$ cat config.mk
export PLATFORM = sky130hd
export DESIGN_NAME = square_matrix_multiply_top_flat
export DESIGN_NICKNAME = d
export VERILOG_FILES = /design/src/hw/rtl/smm_pkg.sv /design/src/hw/rtl/smm_in_if.sv /design/src/hw/rtl/smm_out_if.sv /design/src/hw/rtl/smm_ram.sv /design/src/hw/rtl/smm_front.sv /design/src/hw/rtl/smm_queue.sv /design/src/hw/rtl/smm_back.sv /design/src/hw/rtl/square_matrix_multiply_top.sv /design/src/flat_wrapper.sv
export SDC_FILE = /design/constraint.sdc
export NUM_CORES = 2
export LEC_CHECK = 0
export BUFFER_PORTS_ARGS = -buffer_cell sky130_fd_sc_hd__buf_2
export CORE_ASPECT_RATIO = 0.7
export CORE_MARGIN = 5
export CORE_UTILIZATION = 49
export CTS_BUF_LIST = sky130_fd_sc_hd__clkbuf_4
export DETAILED_ROUTE_END_ITERATION = 7
export PLACE_DENSITY = 0.72
export SLEW_MARGIN = 40
export SYNTH_ARGS = -nofsm -noshare
export SYNTH_HDL_FRONTEND = slang
export SYNTH_SLANG_ARGS = --single-unit
$ cat constraint.sdc
create_clock -name clk -period 15.8 [get_ports clk]
set_clock_uncertainty 0.2 [all_clocks]
set_input_delay 2.37 -clock clk [delete_from_list [all_inputs] [get_ports clk]]
set_output_delay 2.37 -clock clk [all_outputs]
set_load 0.005 [all_outputs]
$ cat src/hw/rtl/smm_pkg.sv
// smm_pkg: shared types and constants of the square matrix multiply block
// used by the front, queue and back modules; depends on nothing

package smm_pkg;

	// input item kinds
	localparam logic [1:0] KIND_LOAD_A  = 2'd0;
	localparam logic [1:0] KIND_LOAD_B  = 2'd1;
	localparam logic [1:0] KIND_COMPUTE = 2'd2;

	// field widths fixed by the item format
	localparam int unsigned SIZE_W  = 4;
	localparam int unsigned INDEX_W = 3;
	localparam int unsigned ELEM_W  = 16;
	localparam int unsigned PROD_W  = 32;
	localparam int unsigned SUM_W   = 40;

	// element address wide enough for the largest matrix (8 x 8)
	localparam int unsigned ADDR_W = 6;

	// depth of the queue between front and back
	localparam int unsigned QUEUE_DEPTH = 4;
	localparam int unsigned QPTR_W      = 2;

	// operations that the back carries out
	typedef enum logic [1:0] {
		OP_LOAD_A  = 2'd0,
		OP_LOAD_B  = 2'd1,
		OP_COMPUTE = 2'd2
	} op_t;

	// one queued operation
	typedef struct packed {
		op_t                op;
		logic [ADDR_W-1:0]  addr;
		logic [ELEM_W-1:0]  value;
	} qent_t;

	// queue status seen by the front and the back
	typedef struct packed {
		logic full;
		logic empty;
	} qstat_t;

endpackage

$ cat src/hw/rtl/smm_in_if.sv
// smm_in_if: input item channel of the square matrix multiply block
// valid/ready handshake with the load and compute fields; depends on nothing

interface smm_in_if;
	logic              valid;
	logic              ready;
	logic [1:0]        kind;
	logic [2:0]        row_index;
	logic [2:0]        col_index;
	logic signed [15:0] element_value;

	modport source (output valid, kind, row_index, col_index, element_value, input ready);
	modport sink (input valid, kind, row_index, col_index, element_value, output ready);
endinterface

$ cat src/hw/rtl/smm_out_if.sv
// smm_out_if: result channel of the square matrix multiply block
// valid/ready handshake with one product element per transfer; depends on nothing

interface smm_out_if;
	logic               valid;
	logic               ready;
	logic [2:0]         out_row;
	logic [2:0]         out_col;
	logic signed [39:0] product_value;
	logic               last_of_run;

	modport source (output valid, out_row, out_col, product_value, last_of_run, input ready);
	modport sink (input valid, out_row, out_col, product_value, last_of_run, output ready);
endinterface

$ cat src/hw/rtl/smm_ram.sv
// smm_ram: generic single write port, single read port ram with registered read
// used for both matrix stores; depends on nothing

module smm_ram #(
	parameter int unsigned WIDTH = 16,
	parameter int unsigned DEPTH = 64
) (
	input  logic                                   clk,
	input  logic                                   we,
	input  logic [(DEPTH > 1 ? $clog2(DEPTH) : 1)-1:0] waddr,
	input  logic [WIDTH-1:0]                       wdata,
	input  logic                                   re,
	input  logic [(DEPTH > 1 ? $clog2(DEPTH) : 1)-1:0] raddr,
	output logic [WIDTH-1:0]                       rdata
);

	logic [WIDTH-1:0] mem_q [DEPTH];

	// write port
	always_ff @(posedge clk) begin
		if (we) begin
			mem_q[waddr] <= wdata;
		end
	end

	// registered read, holds while re is low
	always_ff @(posedge clk) begin
		if (re) begin
			rdata <= mem_q[raddr];
		end
	end

endmodule

$ cat src/hw/rtl/smm_front.sv
// smm_front: accepts input items, drops ignored ones and turns the rest into queue entries
// depends on smm_pkg and smm_in_if

module smm_front #(
	parameter int unsigned MAX_DIM = 8
) (
	smm_in_if.sink                        items,
	input  logic [smm_pkg::SIZE_W-1:0]    n_eff,
	input  smm_pkg::qstat_t               qstat,
	output logic                          push,
	output smm_pkg::qent_t                entry
);

	logic in_range;
	logic keep;
	smm_pkg::op_t op;

	// take items whenever the queue has room
	assign items.ready = !qstat.full;

	// load coordinates must lie inside the active matrix
	assign in_range = ({1'b0, items.row_index} < n_eff) && ({1'b0, items.col_index} < n_eff);

	// classify the item
	always_comb begin
		keep = 1'b0;
		op   = smm_pkg::OP_COMPUTE;
		case (items.kind)
			smm_pkg::KIND_LOAD_A: begin
				keep = in_range;
				op   = smm_pkg::OP_LOAD_A;
			end
			smm_pkg::KIND_LOAD_B: begin
				keep = in_range;
				op   = smm_pkg::OP_LOAD_B;
			end
			smm_pkg::KIND_COMPUTE: begin
				keep = (n_eff != '0);
				op   = smm_pkg::OP_COMPUTE;
			end
			default: begin
				keep = 1'b0;
				op   = smm_pkg::OP_COMPUTE;
			end
		endcase
	end

	assign entry.op = op;

	// row-major element address
	assign entry.addr  = smm_pkg::ADDR_W'(32'(items.row_index) * MAX_DIM + 32'(items.col_index));
	assign entry.value = items.element_value;

	assign push = items.valid && items.ready && keep;

endmodule

$ cat src/hw/rtl/smm_queue.sv
// smm_queue: short first-in first-out queue of operations between front and back
// depends on smm_pkg

module smm_queue (
	input  logic            clk,
	input  logic            arst_n,
	input  logic            push,
	input  smm_pkg::qent_t  push_entry,
	input  logic            pop,
	output smm_pkg::qent_t  head,
	output smm_pkg::qstat_t qstat
);

	smm_pkg::qent_t                    slot_q [smm_pkg::QUEUE_DEPTH];
	logic [smm_pkg::QPTR_W-1:0]        wptr_q;
	logic [smm_pkg::QPTR_W-1:0]        rptr_q;
	logic [smm_pkg::QPTR_W:0]          count_q;

	assign qstat.full  = (count_q == (smm_pkg::QPTR_W + 1)'(smm_pkg::QUEUE_DEPTH));
	assign qstat.empty = (count_q == '0);
	assign head        = slot_q[rptr_q];

	// storage
	always_ff @(posedge clk) begin
		if (push) begin
			slot_q[wptr_q] <= push_entry;
		end
	end

	// pointers and fill count
	always_ff @(posedge clk or negedge arst_n) begin
		if (!arst_n) begin
			wptr_q  <= '0;
			rptr_q  <= '0;
			count_q <= '0;
		end else begin
			if (push) begin
				wptr_q <= wptr_q + 1'b1;
			end
			if (pop) begin
				rptr_q <= rptr_q + 1'b1;
			end
			if (push && !pop) begin
				count_q <= count_q + 1'b1;
			end else if (pop && !push) begin
				count_q <= count_q - 1'b1;
			end
		end
	end

endmodule

$ cat src/hw/rtl/smm_back.sv
// smm_back: carries out queued loads and runs the multiply-accumulate sequencer
// depends on smm_pkg, smm_ram and smm_out_if

module smm_back #(
	parameter int unsigned MAX_DIM = 8
) (
	input  logic                          clk,
	input  logic                          arst_n,
	input  logic [smm_pkg::SIZE_W-1:0]    n_eff,
	input  smm_pkg::qent_t                head,
	input  smm_pkg::qstat_t               qstat,
	output logic                          pop,
	smm_out_if.source                     results
);

	localparam int unsigned IW    = (MAX_DIM > 1) ? $clog2(MAX_DIM) : 1;
	localparam int unsigned DEPTH = MAX_DIM * MAX_DIM;
	localparam int unsigned AW    = (DEPTH > 1) ? $clog2(DEPTH) : 1;

	typedef enum logic [1:0] {
		SEQ_IDLE = 2'b01,
		SEQ_RUN  = 2'b10
	} seq_state_t;

	seq_state_t state_q;
	logic [IW-1:0] r_q, c_q, k_q;
	logic last_k, last_c, last_r;
	logic en;
	logic we_a, we_b;
	logic [AW-1:0] raddr_a, raddr_b;
	logic [smm_pkg::ELEM_W-1:0] rdata_a, rdata_b;

	// read stage tags
	logic v_s1, first_s1, lastk_s1, lastel_s1;
	logic [IW-1:0] row_s1, col_s1;
	// multiply stage
	logic v_s2, first_s2, lastk_s2, lastel_s2;
	logic [IW-1:0] row_s2, col_s2;
	logic signed [smm_pkg::PROD_W-1:0] prod_s2;
	// accumulator and output
	logic signed [smm_pkg::SUM_W-1:0] acc_q;
	logic signed [smm_pkg::SUM_W-1:0] sum;
	logic out_valid_q;

	// whole back pipeline moves only when the output register can take a result
	assign en = !out_valid_q || results.ready;

	assign last_k = (4'(k_q) + 4'd1 == n_eff);
	assign last_c = (4'(c_q) + 4'd1 == n_eff);
	assign last_r = (4'(r_q) + 4'd1 == n_eff);

	// take the next operation once the sequencer is free
	assign pop  = en && (state_q == SEQ_IDLE) && !qstat.empty;
	assign we_a = pop && (head.op == smm_pkg::OP_LOAD_A);
	assign we_b = pop && (head.op == smm_pkg::OP_LOAD_B);

	// operand addresses A[r][k] and B[k][c]
	assign raddr_a = AW'(32'(r_q) * MAX_DIM + 32'(k_q));
	assign raddr_b = AW'(32'(k_q) * MAX_DIM + 32'(c_q));

	smm_ram #(.WIDTH(smm_pkg::ELEM_W), .DEPTH(DEPTH)) u_left_store (
		.clk   (clk),
		.we    (we_a),
		.waddr (head.addr[AW-1:0]),
		.wdata (head.value),
		.re    (en),
		.raddr (raddr_a),
		.rdata (rdata_a)
	);

	smm_ram #(.WIDTH(smm_pkg::ELEM_W), .DEPTH(DEPTH)) u_right_store (
		.clk   (clk),
		.we    (we_b),
		.waddr (head.addr[AW-1:0]),
		.wdata (head.value),
		.re    (en),
		.raddr (raddr_b),
		.rdata (rdata_b)
	);

	// sequencer over row, column and dot-product step
	always_ff @(posedge clk or negedge arst_n) begin
		if (!arst_n) begin
			state_q <= SEQ_IDLE;
			r_q     <= '0;
			c_q     <= '0;
			k_q     <= '0;
		end else if (en) begin
			case (state_q)
				SEQ_IDLE: begin
					if (pop && head.op == smm_pkg::OP_COMPUTE) begin
						state_q <= SEQ_RUN;
						r_q     <= '0;
						c_q     <= '0;
						k_q     <= '0;
					end
				end
				SEQ_RUN: begin
					if (!last_k) begin
						k_q <= k_q + 1'b1;
					end else begin
						k_q <= '0;
						if (!last_c) begin
							c_q <= c_q + 1'b1;
						end else begin
							c_q <= '0;
							if (!last_r) begin
								r_q <= r_q + 1'b1;
							end else begin
								r_q     <= '0;
								state_q <= SEQ_IDLE;
							end
						end
					end
				end
				default: begin
					state_q <= SEQ_IDLE;
				end
			endcase
		end
	end

	// pipeline valid bits
	always_ff @(posedge clk or negedge arst_n) begin
		if (!arst_n) begin
			v_s1 <= 1'b0;
			v_s2 <= 1'b0;
		end else if (en) begin
			v_s1 <= (state_q == SEQ_RUN);
			v_s2 <= v_s1;
		end
	end

	// pipeline tags and product
	always_ff @(posedge clk) begin
		if (en) begin
			first_s1  <= (k_q == '0);
			lastk_s1  <= last_k;
			lastel_s1 <= last_r && last_c;
			row_s1    <= r_q;
			col_s1    <= c_q;
			first_s2  <= first_s1;
			lastk_s2  <= lastk_s1;
			lastel_s2 <= lastel_s1;
			row_s2    <= row_s1;
			col_s2    <= col_s1;
			prod_s2   <= $signed(rdata_a) * $signed(rdata_b);
		end
	end

	// running sum, restarted on the first product of each element
	assign sum = (first_s2 ? '0 : acc_q) + smm_pkg::SUM_W'(prod_s2);

	always_ff @(posedge clk) begin
		if (en && v_s2) begin
			acc_q <= sum;
		end
	end

	// output register
	always_ff @(posedge clk or negedge arst_n) begin
		if (!arst_n) begin
			out_valid_q <= 1'b0;
		end else if (en) begin
			out_valid_q <= v_s2 && lastk_s2;
		end
	end

	always_ff @(posedge clk) begin
		if (en && v_s2 && lastk_s2) begin
			results.out_row       <= 3'(row_s2);
			results.out_col       <= 3'(col_s2);
			results.product_value <= sum;
			results.last_of_run   <= lastel_s2;
		end
	end

	assign results.valid = out_valid_q;

endmodule

$ cat src/hw/rtl/square_matrix_multiply_top.sv
// square_matrix_multiply_top: top level of the square matrix multiply block
// depends on smm_pkg, smm_in_if, smm_out_if, smm_front, smm_queue and smm_back
//
// Computes C = A x B for square matrices of size n (matrix_size, clamped to
// MAX_DIM) with signed Q8.8 elements and exact signed Q24.16 sums in 40 bits.
// Load items write one element of A or B; loads outside n, kind 3 and a
// compute with n of zero are dropped at the input. Accepted items pass a
// four-entry queue, so the input keeps taking items during a compute while
// the queue has room. A load is written into its store when the back pops
// it. A compute item runs one multiply-accumulate per cycle, unless the
// output stalls, on the single read port of each store, and emits the n*n
// elements of C in row-major order with last_of_run on the final one. The
// whole back pipeline holds while a result waits on the output. Elements of
// A or B that were never written read as arbitrary values.

module square_matrix_multiply_top #(
	parameter int unsigned MAX_DIM = 8
) (
	input  logic                       clk,
	input  logic                       arst_n,
	input  logic                       cfg_we,
	input  logic [smm_pkg::SIZE_W-1:0] cfg_wdata,
	smm_in_if.sink                     items,
	smm_out_if.source                  results
);

	logic [smm_pkg::SIZE_W-1:0] matrix_size_q;
	logic [smm_pkg::SIZE_W-1:0] n_eff;
	logic                       push;
	logic                       pop;
	smm_pkg::qent_t             push_entry;
	smm_pkg::qent_t             head;
	smm_pkg::qstat_t            qstat;

	// size register
	always_ff @(posedge clk or negedge arst_n) begin
		if (!arst_n) begin
			matrix_size_q <= smm_pkg::SIZE_W'(8);
		end else if (cfg_we) begin
			matrix_size_q <= cfg_wdata;
		end
	end

	// sizes above the maximum act as the maximum
	assign n_eff = (matrix_size_q > smm_pkg::SIZE_W'(MAX_DIM)) ?
		smm_pkg::SIZE_W'(MAX_DIM) : matrix_size_q;

	smm_front #(.MAX_DIM(MAX_DIM)) u_front (
		.items (items),
		.n_eff (n_eff),
		.qstat (qstat),
		.push  (push),
		.entry (push_entry)
	);

	smm_queue u_queue (
		.clk        (clk),
		.arst_n     (arst_n),
		.push       (push),
		.push_entry (push_entry),
		.pop        (pop),
		.head       (head),
		.qstat      (qstat)
	);

	smm_back #(.MAX_DIM(MAX_DIM)) u_back (
		.clk     (clk),
		.arst_n  (arst_n),
		.n_eff   (n_eff),
		.head    (head),
		.qstat   (qstat),
		.pop     (pop),
		.results (results)
	);

endmodule

$ cat src/flat_wrapper.sv
// flat-port wrapper written by rule: the top's interface ports become plain ports
module square_matrix_multiply_top_flat 
#(
	parameter int unsigned MAX_DIM = 8
)
  (clk, arst_n, cfg_we, cfg_wdata, items_valid, items_kind, items_row_index, items_col_index, items_element_value, items_ready, results_valid, results_out_row, results_out_col, results_product_value, results_last_of_run, results_ready);
  smm_in_if items_i ();
  smm_out_if results_i ();
  input  logic clk;
  input  logic arst_n;
  input  logic cfg_we;
  input  logic [smm_pkg::SIZE_W-1:0] cfg_wdata;
  input wire logic [$bits(items_i.valid)-1:0] items_valid;
  input wire logic [$bits(items_i.kind)-1:0] items_kind;
  input wire logic [$bits(items_i.row_index)-1:0] items_row_index;
  input wire logic [$bits(items_i.col_index)-1:0] items_col_index;
  input wire logic [$bits(items_i.element_value)-1:0] items_element_value;
  output wire logic [$bits(items_i.ready)-1:0] items_ready;
  output wire logic [$bits(results_i.valid)-1:0] results_valid;
  output wire logic [$bits(results_i.out_row)-1:0] results_out_row;
  output wire logic [$bits(results_i.out_col)-1:0] results_out_col;
  output wire logic [$bits(results_i.product_value)-1:0] results_product_value;
  output wire logic [$bits(results_i.last_of_run)-1:0] results_last_of_run;
  input wire logic [$bits(results_i.ready)-1:0] results_ready;
  assign items_i.valid = items_valid;
  assign items_i.kind = items_kind;
  assign items_i.row_index = items_row_index;
  assign items_i.col_index = items_col_index;
  assign items_i.element_value = items_element_value;
  assign items_ready = items_i.ready;
  assign results_valid = results_i.valid;
  assign results_out_row = results_i.out_row;
  assign results_out_col = results_i.out_col;
  assign results_product_value = results_i.product_value;
  assign results_last_of_run = results_i.last_of_run;
  assign results_i.ready = results_ready;
  square_matrix_multiply_top #(.MAX_DIM(MAX_DIM)) u_core (.clk(clk), .arst_n(arst_n), .cfg_we(cfg_we), .cfg_wdata(cfg_wdata), .items(items_i), .results(results_i));
endmodule
; Yosys cells after proc, flatten, opt, wreduce, memory -nomap -nowiden
; Memory sizes are Yosys's and may differ from the RTL's. A register that Yosys moved wholly into a read port is not among the register bits.
; Index checks and enable logic that the tools add are counted.
[word_totals]
latchBits = 0
input_bits = 33
mem_bits_ro = 0
ramBits = 2144
mem_count = 3
ff_bits = 162
[mem_list]
columns = name, depth, word_bits, rd, rd_ports_with_merged_regs, wr, line
row1 = u_core.u_back.u_left_store.mem_q, 64, 16, 1, 1, 1, smm_ram.sv:17  ; logic [WIDTH-1:0] mem_q [DEPTH];
row2 = u_core.u_back.u_right_store.mem_q, 64, 16, 1, 1, 1, smm_ram.sv:17
row3 = u_core.u_queue.slot_q, 4, 24, 1, 0, 1, smm_queue.sv:14  ; smm_pkg::qent_t slot_q [smm_pkg::QUEUE_DEPTH];
[op_classes]
mux = 27
n_mul = 1
n_eq_ne = 14
div = 0
bitwise_logic = 0
reduce_logical = 32
shift = 0
add_sub_neg = 14
order_cmp = 3
[ops]
columns = cell, count
row1 = 40-bit adder, 1
row2 = 40-bit 2-to-1 mux, 1
row3 = 16-bit by 16-bit multiplier with 32-bit output, 1
row4 = 3-bit 2-to-1 mux, 9
row5 = 6-bit by 3-bit adder with 6-bit output, 3
row6 = 3-bit one-hot mux with 2 select lines, 3
row7 = 1-bit logical AND, 14
row8 = "3-bit by 1-bit adder with 3-bit output, second input constant", 4
row9 = "3-bit by 1-bit adder with 4-bit output, second input constant", 3
row10 = 4-bit equality test, 3
row11 = 5-bit AND reduction, 2
row12 = 3-bit by 4-bit less-than comparator with 1-bit output, 2
row13 = 2-bit 2-to-1 mux, 4
row14 = 2-bit one-hot mux with 2 select lines, 2
row15 = "2-bit by 1-bit equality test with 1-bit output, second input constant", 3
row16 = "2-bit equality test, second input constant", 3
row17 = 3-bit zero test, 2
row18 = 1-bit 2-to-1 mux, 6
row19 = "2-bit inequality test, second input constant", 3
row20 = 1-bit zero test, 5
row21 = "2-bit by 1-bit adder with 2-bit output, second input constant", 2
row22 = "4-bit > comparator, second input constant", 1
row23 = 2-bit zero test, 2
row24 = 4-bit 2-to-1 mux, 1
row25 = other kinds (10), 11

; Longest topological paths before layout
[depth]
word_depth = 10
ltp_mapped = 25

; Cells and area by module
; Synthesis repeated with hierarchy kept, for this count alone.
[hier_totals]
hier_cells = 5527
area_unflattened_um2 = 101931.5
[by_module_without_submodules]
columns = module, area_per_inst_um2, cells_per_inst, n_inst
row1 = smm_ram, 40202.3, 1829, 2
row2 = smm_back, 17132.7, 1655, 1
row3 = smm_queue, 3902.5, 160, 1
row4 = smm_front, 322.8, 42, 1
row5 = square_matrix_multiply_top, 168.9, 12, 1

; Worst setup path after synthesis
; OpenSTA, ideal clock, no wires.
[synth_path]
path_type = input-to-reg
start = input results_ready
end = register u_core.u_back.results.last_of_run (enable)
path_stages = 5
setup_time_ns = 0.401
path_slack_ns = 9.395
arrival_time_ns = 5.804
n_path_buf = 1
required_ns = 15.199
cell_sequence = nand2b_1 > buf_2 > and2_1 > nand2_1 > inv_1
[synth_between]
elab_chain_len = 3
[synth_rtl]
columns = item, line
row1 = "start, declared", flat_wrapper.sv:24  ; input wire logic [$bits(results_i.ready)-1:0] results_ready;
row2 = 1-bit logical OR, smm_back.sv:46  ; assign en = !out_valid_q || results.ready;
row3 = named net u_core.u_back.en, smm_back.sv:28  ; logic en;
row4 = 1-bit logical AND (2 in a row), smm_back.sv:170  ; if (en && v_s2 && lastk_s2) begin
row5 = "end signal, assigned", smm_back.sv:174  ; results.last_of_run <= lastel_s2;
row6 = "end, declared", smm_out_if.sv:12  ; modport source (output valid, out_row, out_col, product_value, last_of_run, input ready);
; The timed path passes the listed nets, and every way through them passes these cells.
; A chain may end at the register's enable or synchronous reset.

; Final worst setup path
[layout_path]
start = register u_core.u_back.u_right_store.rdata[1] (read register of u_core.u_back.u_right_store.mem_q)
end = register u_core.u_back.prod_s2[31] (netlist name), data pin
[layout_between]
elab_chain_len = 1
[layout_rtl]
columns = item, line
row1 = "start, declared", smm_ram.sv:14  ; output logic [WIDTH-1:0] rdata
row2 = 16-bit by 16-bit multiplier with 32-bit output, smm_back.sv:147  ; prod_s2 <= $signed(rdata_a) * $signed(rdata_b);
row3 = "end signal, assigned", smm_back.sv:147
row4 = "end, declared", smm_back.sv:39  ; logic signed [smm_pkg::PROD_W-1:0] prod_s2;
; No other way between the ends.

==> results.md <==
* Routed wire length at ~230 mm
* Setup Viol. Count Final at 0
* Seq/Total Area, Yosys at 0.699
* Hold Crit Class: reg -> reg
* DRC errors left at 0
* Worst slack at placement at 9210 ps
* Filler Cells Inserted at about 15000
* Cells along the critical path: nand2_1 > inv_1 > fa_1 > fa_1 > fa_1 > fa_1 > fa_1 > inv_1 > fa_1 > inv_1 > ha_1 > nand4_1 > o21ai_0 > nand3_1 > a31oi_1 > mux2i_1 > nand4_1
* Req. time, crit path at 16480 ps
* Worst setup EP type: flop
* Commonest cells in the netlist: edfxtp_1 (2313), mux4_2 (696), inv_1 (308)
* Worst Tran Pin Value at ~870 ps
* Syn Nets at 5348
* GP Congestion at roughly 0.85
* CP max-delay cell: fa_1
* Net count, final at ~5900
* Min-Delay Endpoint: u_core.u_back.first_s2
* Depth of the worst register-to-register path at 17
* Initial antenna violation count at 20
* Setup Crit Path Kind: reg -> reg
* Iteration-0 DRC Markers at roughly 6400
* Flop-to-flop setup slack at around 9200 ps
* Worst Setup Slack, final at a little over 9000 ps
* DRT Pass-1 Iters at 5
* Final setup TNS at 0 ps
* Synth-to-layout area growth at 11.5%
* Top delay family on crit path: adder cells
* Clk Latency, worst-skew pair at 1250 ps
* Post-synth top area share at 0.693
* H-tree depth reported by CTS at 6
* Most frequent CP cell: fa_1
* Hold path depth at 0
* Remaining Overflow, GRT at 0
* Proportion of layout cells with a drive suffix above 1 at 0.315
* Chip width at between 500 and 600 um
* Worst slew margin at 0.422
* Largest net degree at the start of global routing at 93
* First-pass GRT wire length at between 300 and 400 mm
* Clk root buf: clkbuf_4
* HP Start: u_core.u_back.first_s1
* Dpl hpwl at between 100 and 150 mm
* Status: completed
* Ys flop type: edfxtp_1
* Post-route ant nets at 0
* Setup repair bufs after CTS at 0
* Critical path depth at 17
* WL/cell at 26.8 um
* Distinct cell type count after synthesis at 69
* Post-DR vias/cell at around 5.9
* Worst path bufs/invs at 3
* CTS tree: built
* Worst-path clk slew at roughly 70 ps
* CTS Sinks at between 2000 and 2500
* Port bufs at 81
* Die height at between 300 and 400 um
* Top cells by area, synth: edfxtp_1 (69%), mux4_2 (16%), fa_1 (5.3%)
* Worst path arrival time at roughly 7300 ps
* Hold-fix buffers, CTS at 0
* Syn. warnings at 0
* Row count at roughly 140
* Vias post-DR at a little over 50000
* CP startpoint kind: flop
* Final Hold Vio Count at 0
* Full die area at 214000 um2
* Async set-reset flop share out of synthesis at 0.0107
* Ports at just over 80
* Num CTS Buffers at 550
* Maxcap violations at 0
* Worst R2R Start: u_core.u_back.u_right_store.rdata[1]
* Cell taking the most area after synthesis: edfxtp_1
* GRT Total Usage at 0.216
* Post-Syn Area at between 100000 and 150000 um2
* Post-synth EDFFs at 2313
* Crit-path max FO at 16
* Avg Cell Area, Syn at 20.4 um2
* Yosys reg bits at about 2300
* Top-count cell post-synth: edfxtp_1
* Fin. max-slew vios at 0
* CP peak stage delay at between 800 and 900 ps
* Core area at 203000 um2
* Crit path time final at 6590 ps
* Fmax at around 150 MHz
* Resized cells post-CTS at 0
* Initial Util at 0.494
* Final period util at 0.417
* RSZ-0062 raised after global routing: false
* Clock Tree Buf Depth at 4
* Post-Syn Instances at a little under 5000
* FF-to-FF End: u_core.u_back.prod_s2[31]
* Vias in the first global route at roughly 51000
==> layout by cell type, fill, tap and decap left out, drive strengths merged, types with 50 or more instances in the layout <==
cell type and instances:
a21oi 50, and2 129, buf 261, clkbuf 790
clkinv 86, edfxtp 2313, fa 264, ha 134
inv 330, mux4 696, nand2 185, nor2 205
nor2b 50, xnor2 53
==> how the worst max path moves through the flow <==
stage                                              start                                 to  slack [ps]
floorplan                                  results_ready  u_core.u_back.results.last_of_run        9390
global placement    u_core.u_back.u_left_store.rdata[15]          u_core.u_back.prod_s2[28]        9310
detailed placement  u_core.u_back.u_right_store.rdata[1]          u_core.u_back.prod_s2[31]        9210
CTS                 u_core.u_back.u_right_store.rdata[1]          u_core.u_back.prod_s2[31]        9250
global route        u_core.u_back.u_right_store.rdata[1]          u_core.u_back.prod_s2[31]        8850
finish              u_core.u_back.u_right_store.rdata[1]          u_core.u_back.prod_s2[31]        9210
==> through the flow <==
step / hold WS, ps / util / cells / area [um2]
final: 169 / 0.551 / 8616 / 112000
after global placement: 201 / 0.515 / 7682 / 104000
after CTS: 144 / 0.550 / 8600 / 112000
after global routing: 180 / 0.551 / 8610 / 112000
after detailed placement: 205 / 0.516 / 7687 / 105000
after floorplan: 200 / - / 4917 / 100000
==> worst register-to-register path, cell delays in order, from the launching register on <==
cell,delay [ps]
edfxtp_1,680
nand2_1,170
inv_1,160
fa_1,580
fa_1,830
fa_1,510
fa_1,500
fa_1,490
inv_1,50
fa_1,470
inv_1,40
ha_1,380
nand4_1,200
o21ai_0,320
nand3_1,170
a31oi_1,270
mux2i_1,230
nand4_1,90
==> layout make-up <==
type / count / area, um2 / area share
Sequential cell: 2338 / 70100 / 0.628
Multi-Input combinational cell: 2053 / 28100 / 0.252
Clock buffer: 789 / 5920 / 0.0530
Tap cell: 2730 / 3420 / 0.0306
Timing Repair Buffer: 262 / 2040 / 0.0183
Inverter: 311 / 1170 / 0.0104
Clock inverter: 124 / 902 / 0.00807
Antenna cell: 9 / 22.5 / 0.000202
==> registers in the layout, indices dropped and copies added (netlist names), 16 cells and up <==
signal and flops:
u_core.u_back.prod_s2 32, u_core.u_back.u_right_store.mem_q 1024, u_core.u_back.results.product_value 40, u_core.u_back.u_left_store.rdata 16, u_core.u_back.u_right_store.rdata 16, u_core.u_queue.slot_q 96
u_core.u_back.u_left_store.mem_q 1024, u_core.u_back.acc_q 40
==> cell families (layout without fill, tap and decap cells) <==
kind of cell	count (synthesis)	count (layout)	share of synthesized area
adders and majority gates	398	398	0.0695
other	0	9	0
buffers and inverters	526	1486	0.0215
muxes	707	707	0.158
DFF	2338	2338	0.699
and+or+nand+nor	678	678	0.0326
AOI/OAI and AO/OA	190	190	0.0125
xor gates and xnor gates	80	80	0.00699
==> metal layers <==
metal,routed length (um),track usage,share of wire,vias to the layer above
met4,3490,0.0470,0.015,10
met5,82,0,0.00036,-
met2,96900,0.288,0.42,2963
li1,-,-,-,21000
met3,32100,0.0799,0.14,274
met1,98300,0.339,0.43,26200
Power is left out: the tool's default activity adds up to more than one toggle a clock period on the data nets, which glitch-free logic cannot reach.
